`config.mk`:
```
export PLATFORM = sky130hd
export DESIGN_NAME = pow2_timeout_bucket_wheel_core
export DESIGN_NICKNAME = d
export VERILOG_FILES = /design/src/sv/p2tw_pkg.sv /design/src/sv/pow2_timeout_bucket_wheel_core.sv
export SDC_FILE = /design/constraint.sdc
export NUM_CORES = 2
export LEC_CHECK = 0
export BUFFER_PORTS_ARGS = -buffer_cell sky130_fd_sc_hd__buf_2
export CORE_ASPECT_RATIO = 0.9
export CORE_MARGIN = 2
export CORE_UTILIZATION = 30
export DETAILED_ROUTE_END_ITERATION = 16
export SYNTH_ARGS = -nofsm -noshare
export SYNTH_HDL_FRONTEND = slang
export SYNTH_SLANG_ARGS = --single-unit
export TNS_END_PERCENT = 100
```
`constraint.sdc`:
```
create_clock -name clk -period 6.65 [get_ports clk]
set_clock_uncertainty 0.15 [all_clocks]
set_input_delay 0.665 -clock clk [delete_from_list [all_inputs] [get_ports clk]]
set_output_delay 0.665 -clock clk [all_outputs]
set_load 0.005 [all_outputs]
```
`src/sv/p2tw_pkg.sv`:
```
// ----------------------------------------------------------------------------
// p2tw_pkg
// shared types and field widths of the power-of-two timeout bucket wheel
// ----------------------------------------------------------------------------
package p2tw_pkg;

  localparam int unsigned SLOT_W  = 6;
  localparam int unsigned TICKS_W = 32;

  typedef enum logic {
    CMD_ARM  = 1'b0,
    CMD_TICK = 1'b1
  } cmd_t;

  typedef struct packed {
    cmd_t                command;
    logic [SLOT_W-1:0]   slot;
    logic [TICKS_W-1:0]  ticks;
  } in_item_t;

  typedef struct packed {
    logic [SLOT_W-1:0] expired_slot;
    logic              last;
  } out_item_t;

  typedef enum logic [1:0] {
    ST_IDLE,
    ST_SCAN,
    ST_DRAIN,
    ST_FIN
  } state_t;

endpackage

```
`src/sv/pow2_timeout_bucket_wheel_core.sv`:
```
// ----------------------------------------------------------------------------
// pow2_timeout_bucket_wheel_core
// per-slot timeouts sorted into power-of-two buckets; a tick walks the buckets
// of every changed clock bit and reports the slots that ran out
// ----------------------------------------------------------------------------
//
//  channel  ports                       transfer when
//  -------  --------------------------  ------------------------------
//  input    start, busy, in_data        start high and busy low
//  result   out_valid, out_data         out_valid high (one cycle each)
//
//  an arm keeps busy low, so the next item may follow at once
//  a tick keeps busy high after its transfer while it walks n orders of buckets,
//  n being 1..ORDER_COUNT, with one memory read per slot per walk
//  at most one result per cycle, the last one on the first cycle after busy drops
//  the receiver cannot stall results; the final result of a tick is marked last
//  synchronous reset clears the clock, the active mask and all slots to untimed
//
module pow2_timeout_bucket_wheel_core #(
  parameter int unsigned ORDER_COUNT = 8,
  parameter int unsigned SLOT_COUNT  = 64
) (
  input  logic                 clk,
  input  logic                 rst_n,
  input  logic                 start,
  output logic                 busy,
  input  p2tw_pkg::in_item_t   in_data,
  output logic                 out_valid,
  output p2tw_pkg::out_item_t  out_data
);
  import p2tw_pkg::*;

  localparam int unsigned SLOT_AW = (SLOT_COUNT > 1) ? $clog2(SLOT_COUNT) : 1;
  localparam int unsigned ORD_W   = $clog2(ORDER_COUNT);
  localparam int unsigned BKT_W   = $clog2(2 * ORDER_COUNT);
  localparam int unsigned MEM_W   = BKT_W + TICKS_W;

  // size order of a timeout length: largest i below ORDER_COUNT with len >= 2^(i+1), else 0
  function automatic logic [ORD_W-1:0] order_of(input logic [TICKS_W-1:0] len);
    logic [ORD_W-1:0] ord;
    ord = '0;
    for (int unsigned i = 1; i < ORDER_COUNT; i++) begin
      if ((len >> (i + 1)) != '0) ord = ORD_W'(i);
    end
    return ord;
  endfunction

  function automatic logic [BKT_W-1:0] bucket_of(input logic [ORD_W-1:0] ord,
                                                 input logic act);
    logic [BKT_W-1:0] b;
    b = BKT_W'(ord);
    if (!act) b = b + BKT_W'(ORDER_COUNT);
    return b;
  endfunction

  // slot memory: bucket number and deadline per slot
  logic [MEM_W-1:0] slot_mem [SLOT_COUNT];
  logic [MEM_W-1:0] mem_q_r;
  logic             mem_we;
  logic             mem_re;
  logic [SLOT_AW-1:0] mem_wa;
  logic [MEM_W-1:0] mem_wd;

  state_t                  state_r, state_nxt;
  logic [TICKS_W-1:0]      clock_r, clock_nxt;
  logic [ORDER_COUNT-1:0]  changed_r, changed_nxt;
  logic [ORDER_COUNT-1:0]  active_r, active_nxt;
  logic [ORD_W-1:0]        ord_r, ord_nxt;
  logic [SLOT_AW-1:0]      idx_r, idx_nxt;
  logic                    p_vld_r, p_vld_nxt;
  logic [SLOT_AW-1:0]      p_slot_r, p_slot_nxt;
  logic [SLOT_COUNT-1:0]   timed_r, timed_nxt;
  logic                    pend_vld_r, pend_vld_nxt;
  logic [SLOT_AW-1:0]      pend_slot_r, pend_slot_nxt;
  logic                    out_valid_r, out_valid_nxt;
  out_item_t               out_data_r, out_data_nxt;

  logic [BKT_W-1:0]        walk_bkt;
  logic [BKT_W-1:0]        q_bkt;
  logic [TICKS_W-1:0]      q_deadline;
  logic [TICKS_W-1:0]      remain;
  logic                    member;
  logic                    expired;
  logic [ORD_W-1:0]        rearm_ord;
  logic [ORD_W-1:0]        arm_ord;
  logic [ORD_W:0]          ord_inc;
  logic [ORDER_COUNT-1:0]  chg_sh;
  logic                    slot_ok;
  logic [SLOT_AW-1:0]      in_idx;

  always_ff @(posedge clk) begin
    if (mem_we) slot_mem[mem_wa] <= mem_wd;
    if (mem_re) mem_q_r <= slot_mem[idx_r];
  end

  assign walk_bkt   = bucket_of(ord_r, ~active_r[ord_r]);
  assign q_bkt      = mem_q_r[MEM_W-1:TICKS_W];
  assign q_deadline = mem_q_r[TICKS_W-1:0];
  assign remain     = q_deadline - clock_r;
  assign member     = timed_r[p_slot_r] && (q_bkt == walk_bkt);
  // deadline equal to the clock or one behind it
  assign expired    = (remain == '0) || (remain == '1);
  assign rearm_ord  = order_of(remain);
  assign arm_ord    = order_of(in_data.ticks);
  assign ord_inc    = {1'b0, ord_r} + (ORD_W + 1)'(1);
  assign chg_sh     = changed_r >> ord_inc;
  assign slot_ok    = ({1'b0, in_data.slot} < (SLOT_W + 1)'(SLOT_COUNT));
  assign in_idx     = in_data.slot[SLOT_AW-1:0];

  always_comb begin
    state_nxt     = state_r;
    clock_nxt     = clock_r;
    changed_nxt   = changed_r;
    active_nxt    = active_r;
    ord_nxt       = ord_r;
    idx_nxt       = idx_r;
    p_vld_nxt     = 1'b0;
    p_slot_nxt    = idx_r;
    timed_nxt     = timed_r;
    pend_vld_nxt  = pend_vld_r;
    pend_slot_nxt = pend_slot_r;
    out_valid_nxt = 1'b0;
    out_data_nxt  = '0;
    mem_we        = 1'b0;
    mem_re        = 1'b0;
    mem_wa        = p_slot_r;
    mem_wd        = {bucket_of(rearm_ord, active_r[rearm_ord]), q_deadline};

    // slot read last cycle: expire it or move it to its new bucket
    if (p_vld_r && member) begin
      if (expired) begin
        timed_nxt[p_slot_r] = 1'b0;
        // hold one expiry back so the final one can be marked last
        if (pend_vld_r) begin
          out_valid_nxt             = 1'b1;
          out_data_nxt.expired_slot = SLOT_W'(pend_slot_r);
          out_data_nxt.last         = 1'b0;
        end
        pend_vld_nxt  = 1'b1;
        pend_slot_nxt = p_slot_r;
      end else begin
        mem_we = 1'b1;
      end
    end

    unique case (state_r)
      ST_IDLE: begin
        if (start) begin
          if (in_data.command == CMD_TICK) begin
            clock_nxt   = clock_r + TICKS_W'(1);
            changed_nxt = ORDER_COUNT'(clock_r ^ (clock_r + TICKS_W'(1)));
            ord_nxt     = '0;
            idx_nxt     = '0;
            state_nxt   = ST_SCAN;
          end else if (slot_ok) begin
            mem_we            = 1'b1;
            mem_wa            = in_idx;
            mem_wd            = {bucket_of(arm_ord, active_r[arm_ord]),
                                 clock_r + in_data.ticks};
            timed_nxt[in_idx] = (in_data.ticks != '0);
          end
        end
      end
      ST_SCAN: begin
        mem_re     = 1'b1;
        p_vld_nxt  = 1'b1;
        p_slot_nxt = idx_r;
        idx_nxt    = idx_r + SLOT_AW'(1);
        if (idx_r == SLOT_AW'(SLOT_COUNT - 1)) state_nxt = ST_DRAIN;
      end
      ST_DRAIN: begin
        active_nxt[ord_r] = ~active_r[ord_r];
        idx_nxt           = '0;
        if (chg_sh[0]) begin
          ord_nxt   = ord_r + ORD_W'(1);
          state_nxt = ST_SCAN;
        end else begin
          state_nxt = ST_FIN;
        end
      end
      ST_FIN: begin
        if (pend_vld_r) begin
          out_valid_nxt             = 1'b1;
          out_data_nxt.expired_slot = SLOT_W'(pend_slot_r);
          out_data_nxt.last         = 1'b1;
        end
        pend_vld_nxt = 1'b0;
        state_nxt    = ST_IDLE;
      end
      default: begin
        state_nxt = ST_IDLE;
      end
    endcase
  end

  always_ff @(posedge clk) begin
    if (!rst_n) begin
      state_r     <= ST_IDLE;
      clock_r     <= '0;
      changed_r   <= '0;
      active_r    <= '0;
      ord_r       <= '0;
      idx_r       <= '0;
      p_vld_r     <= 1'b0;
      timed_r     <= '0;
      pend_vld_r  <= 1'b0;
      out_valid_r <= 1'b0;
    end else begin
      state_r     <= state_nxt;
      clock_r     <= clock_nxt;
      changed_r   <= changed_nxt;
      active_r    <= active_nxt;
      ord_r       <= ord_nxt;
      idx_r       <= idx_nxt;
      p_vld_r     <= p_vld_nxt;
      timed_r     <= timed_nxt;
      pend_vld_r  <= pend_vld_nxt;
      out_valid_r <= out_valid_nxt;
    end
  end

  always_ff @(posedge clk) begin
    p_slot_r    <= p_slot_nxt;
    pend_slot_r <= pend_slot_nxt;
    out_data_r  <= out_data_nxt;
  end

  assign busy      = (state_r != ST_IDLE);
  assign out_valid = out_valid_r;
  assign out_data  = out_data_r;

`ifndef SYNTHESIS
  // every result comes out of a tick walk
  a_out_from_walk: assert property (@(posedge clk) disable iff (!rst_n)
    out_valid |-> $past(busy))
    else $error("result outside a tick walk");

  // the held-back expiry is always flushed before going idle
  a_pend_flushed: assert property (@(posedge clk) disable iff (!rst_n)
    (state_r == ST_IDLE) |-> !pend_vld_r)
    else $error("pending expiry left behind");

  // slot processing only follows a scan read
  a_proc_in_walk: assert property (@(posedge clk) disable iff (!rst_n)
    p_vld_r |-> (state_r == ST_SCAN || state_r == ST_DRAIN))
    else $error("slot processed outside a walk");

  // a walk always covers at least order 0
  a_walk_bit0: assert property (@(posedge clk) disable iff (!rst_n)
    (state_r != ST_IDLE) |-> changed_r[0])
    else $error("walk without a changed low clock bit");
`endif

endmodule

```
==> reports/results.md <==
| Quantity | This run | Unit |
| --- | --- | --- |
| Die extent in x | 613 | µm |
| DIE AREA | 0.339 | mm² |
| Fraction of final layout cells with drive strength greater than 1 | 0.277 | - |
| Startpoint type of the worst setup path | register | - |
| Total via count in the routed design | 51,200 | - |
| TritonCTS buffer count | 238 | - |
| Sinks on the clock net | 2,484 | - |
| Synthesized flop and latch total | 2,484 | - |
| H-tree depth | 4 | - |
| Maximum number of buffers from clock root to sink | 4 | - |
| Via-to-Cell Ratio | 5.21 | - |
| Syn Inst Count | 4,936 | - |
| Synthesized cell area | 0.100 | mm² |
| Combinational cell fraction of total power | 0.053 | - |
| Initial antenna violation count | 34 | - |
| WS Path Type | reg2reg | - |
| Clk network pwr share | 0.406 | - |
| HPWL reported at the end of detailed placement | 157,000 | µm |
| HP Class | in2reg | - |
| Count of distinct cell types in the synthesized netlist | 88 | - |
| Core occupancy in the finished layout | 0.347 | - |
| Setup repair after global routing missed its margin | false | - |
| Worst Path Arrival | 6.17 | ns |
| Number of warnings issued by yosys | 0 | - |
| Leakage power total | 34.3 | nW |
| Clock transition at the registers of the reported paths | 0.07 | ns |
| Number of gates resized after CTS | 0 | - |
| Internal Dissipation | 25.1 | mW |
| Post-Place Worst Slack | 0.815 | ns |
| Biggest area contributors in the synthesized netlist | edfxtp_1, mux4_2, dfxtp_1, o21ai_0, ha_1 | - |
| Number of hold-slack violations in the final timing report | 0 | - |
| PnR worst setup slack | 0.942 | ns |
| DRC | 0 | - |
| Most common cell after layout, fill and taps aside | edfxtp_1 | - |
| Share of synthesized flip-flops with an asynchronous set or reset | 0 | - |
| DRT Pass-1 Iters | 5 | - |
| Gp weighted congestion | 0.826 | - |
| Critical-path maximum fanout | 23 | - |
| Switching part of the total power | 0.216 | - |
| Measured slew at the worst slew-check pin | 1.30 | ns |
| Total routed wirelength | 262,000 | µm |
| DRT antenna net count | 0 | - |
| Via count of the first global-routing pass | 50,400 | - |
| Cells on worst reg2reg path | 16 | - |
| Fmax achieved | 175 | MHz |
| Violation count after the first detailed-route iteration | 6,988 | - |
| Boundary Pins | 51 | - |
| P&R area growth vs syn | 15.2 | % |
| Fin. max-slew vios | 0 | - |
| Clock insertion delay at the later pin of the skew report | 0.95 | ns |
| Max capacitance violation total | 0 | - |
| Core area | 0.333 | mm² |
| Highest-count cells in the layout ignoring fill and taps | edfxtp_1, mux4_2, clkbuf_16 | - |
| Worst Hold Depth | 3 | - |
| Minimum period implied by the final worst setup slack | 5.71 | ns |
| Part of the cycle the worst path needs | 0.858 | - |
| Wire per inst | 26.7 | µm |
| Global-route usage over all layers | 0.152 | - |
| Power density of the placed cells | 277 | mW/mm² |
| Switch Pwr | 6.90 | mW |
| Die H | 552 | µm |
| Post-layout nets | 5,276 | - |
| Number of nets produced by synthesis | 5,045 | - |
| Top cell type's share of synthesized area | 0.703 | - |
| Count of buffers from port buffering | 50 | - |
| Std cell rows | 201 | - |
| Setup Viol. Count Final | 0 | - |
| First-pass GRT wire length | 376,000 | µm |
| Relative contribution of sequential cells to total power | 0.541 | - |
| Root cell of the clock tree | clkbuf_16 | - |
| Relative slew slack | 0.137 | - |
| IR Drop Worst-Case VDD | 0.237 | mV |
| Result of the run | finished, final reports clean | - |
| Kind of capture point of the worst setup path | register | - |
| Most used flip-flop cell after synthesis | edfxtp_1 | - |
| Post-synth EDFFs | 2,346 | - |
| Maximum number of pins on one net before global-route repair | 126 | - |
| Post-synthesis sequential area ratio | 0.731 | - |
| Starting density of the core | 0.301 | - |
| Worst path required time | 7.11 | ns |
| Clock tree from TritonCTS | done | - |
| Average cell area after synthesis | 20.3 | µm² |
| Sum of negative setup slack | 0 | ns |
| Congestion Overflow GR | 0 | - |
| Top cell type by total area after synthesis | edfxtp_1 | - |
## through the flow
step	area (µm²)	cells	power (mW)	hold WS, ns
4_1_cts	115000	9813	32.2	0.0570
3_3_place_gp	108000	9390	19.3	0.230
5_1_grt	115000	9814	32.9	0.103
6_report	115000	9820	32.0	0.117
3_5_place_dp	108000	9390	19.3	0.237
2_1_floorplan	100000	4936	18.7	0.179
## layout make-up
cell class | count | area (µm²)
clock buffers | 291 | 6220
flip-flops and latches | 2484 | 73200
diodes | 6 | 15.0
clock inverters | 130 | 1100
well taps | 4466 | 5590
repair buffers | 244 | 2360
inverters | 61 | 229
fillers | 30700 | 217000
multi-input cells | 2138 | 26700
## layer usage
layer,track usage,vias to the layer above,wire (µm)
met4,0.0309,6,5020
li1,-,21100,-
met3,0.0276,330,23900
met5,0,-,47
met1,0.232,27500,116000
met2,0.225,2264,117000
## final timing paths
check	startpoint	slack, ns	endpoint
worst max-delay path	clock_r[3]	0.94	slot_mem[40][9]
worst min-delay path	in_data[34]	0.12	timed_r[62]
worst max register to register	clock_r[3]	0.94	slot_mem[40][9]
worst min register to register	idx_r[5]	0.25	p_slot_r[5]
## power groups by stage
stage               registers [mW]  clock network (mW)  logic [mW]
global placement              17.6                   0        1.65
finish                        17.3                13.0        1.68
detailed placement            17.6                   0        1.69
CTS                           17.3                13.2        1.69
global route                  17.3                13.8        1.79
floorplan                     17.6                   0        1.02
## logic make-up after synthesis
| group | synth area share |
|---|---|
| flip-flops | 0.731 |
| multiplexers | 0.176 |
| AO/OA/AOI/OAI | 0.0297 |
| AND/OR/NAND/NOR | 0.0363 |
| adder cells (fa/ha/maj) | 0.00852 |
| buffers and inverters | 0.0120 |
| XOR/XNOR | 0.00682 |
## state kept, by name, summed over array words and instances (netlist names)
| name | flops |
|---|---|
| slot_mem | 2304 |
| clock_r | 32 |
| mem_q_r | 36 |
| out_data | 7 |
| p_vld_r | 1 |
| active_r | 8 |
| state_r | 2 |
| pend_slot_r | 6 |
| changed_r | 7 |
| idx_r | 6 |
| ord_r | 3 |
| timed_r | 64 |
| out_valid | 1 |
| p_slot_r | 6 |
| pend_vld_r | 1 |
## critical path, cell delays in order (launching register included)
cell	delay [ns]
dfxtp_1	0.41
inv_1	0.11
ha_1	0.37
o211ai_1	0.11
a21oi_1	0.30
o21ai_2	0.16
o21ai_2	0.37
a31o_2	0.24
nor4_1	0.05
a211oi_1	0.70
nand3b_1	0.16
nor4_1	0.52
a31oi_4	0.20
a32oi_2	1.00
buf_4	0.29
nor2_4	0.04
buf_4	0.27
## cells in the mapped netlist, types with 19 or more instances
master and instances:
mux4_2 767, nand2b_1 19, mux2i_1 25, nor2_1 151, and3_1 26, nor3_1 43, buf_1 58, a21oi_1 112
nand2_1 193, or3_1 63, o21ai_0 166, and2_1 43, nor4_1 30, ha_1 65, inv_1 61, a21o_1 32
edfxtp_1 2346, xnor2_1 53, nand4_1 20, clkbuf_1 186, nor2b_1 28, xor2_1 25, nand3_1 57, dfxtp_1 138
## timing repair
item | in CTS | in global routing
buffers inserted | 0 | 0
hold buffers | 2 | 0
endpoints found under the hold margin | 1 | 0
Power figures use the tool's default switching activity.
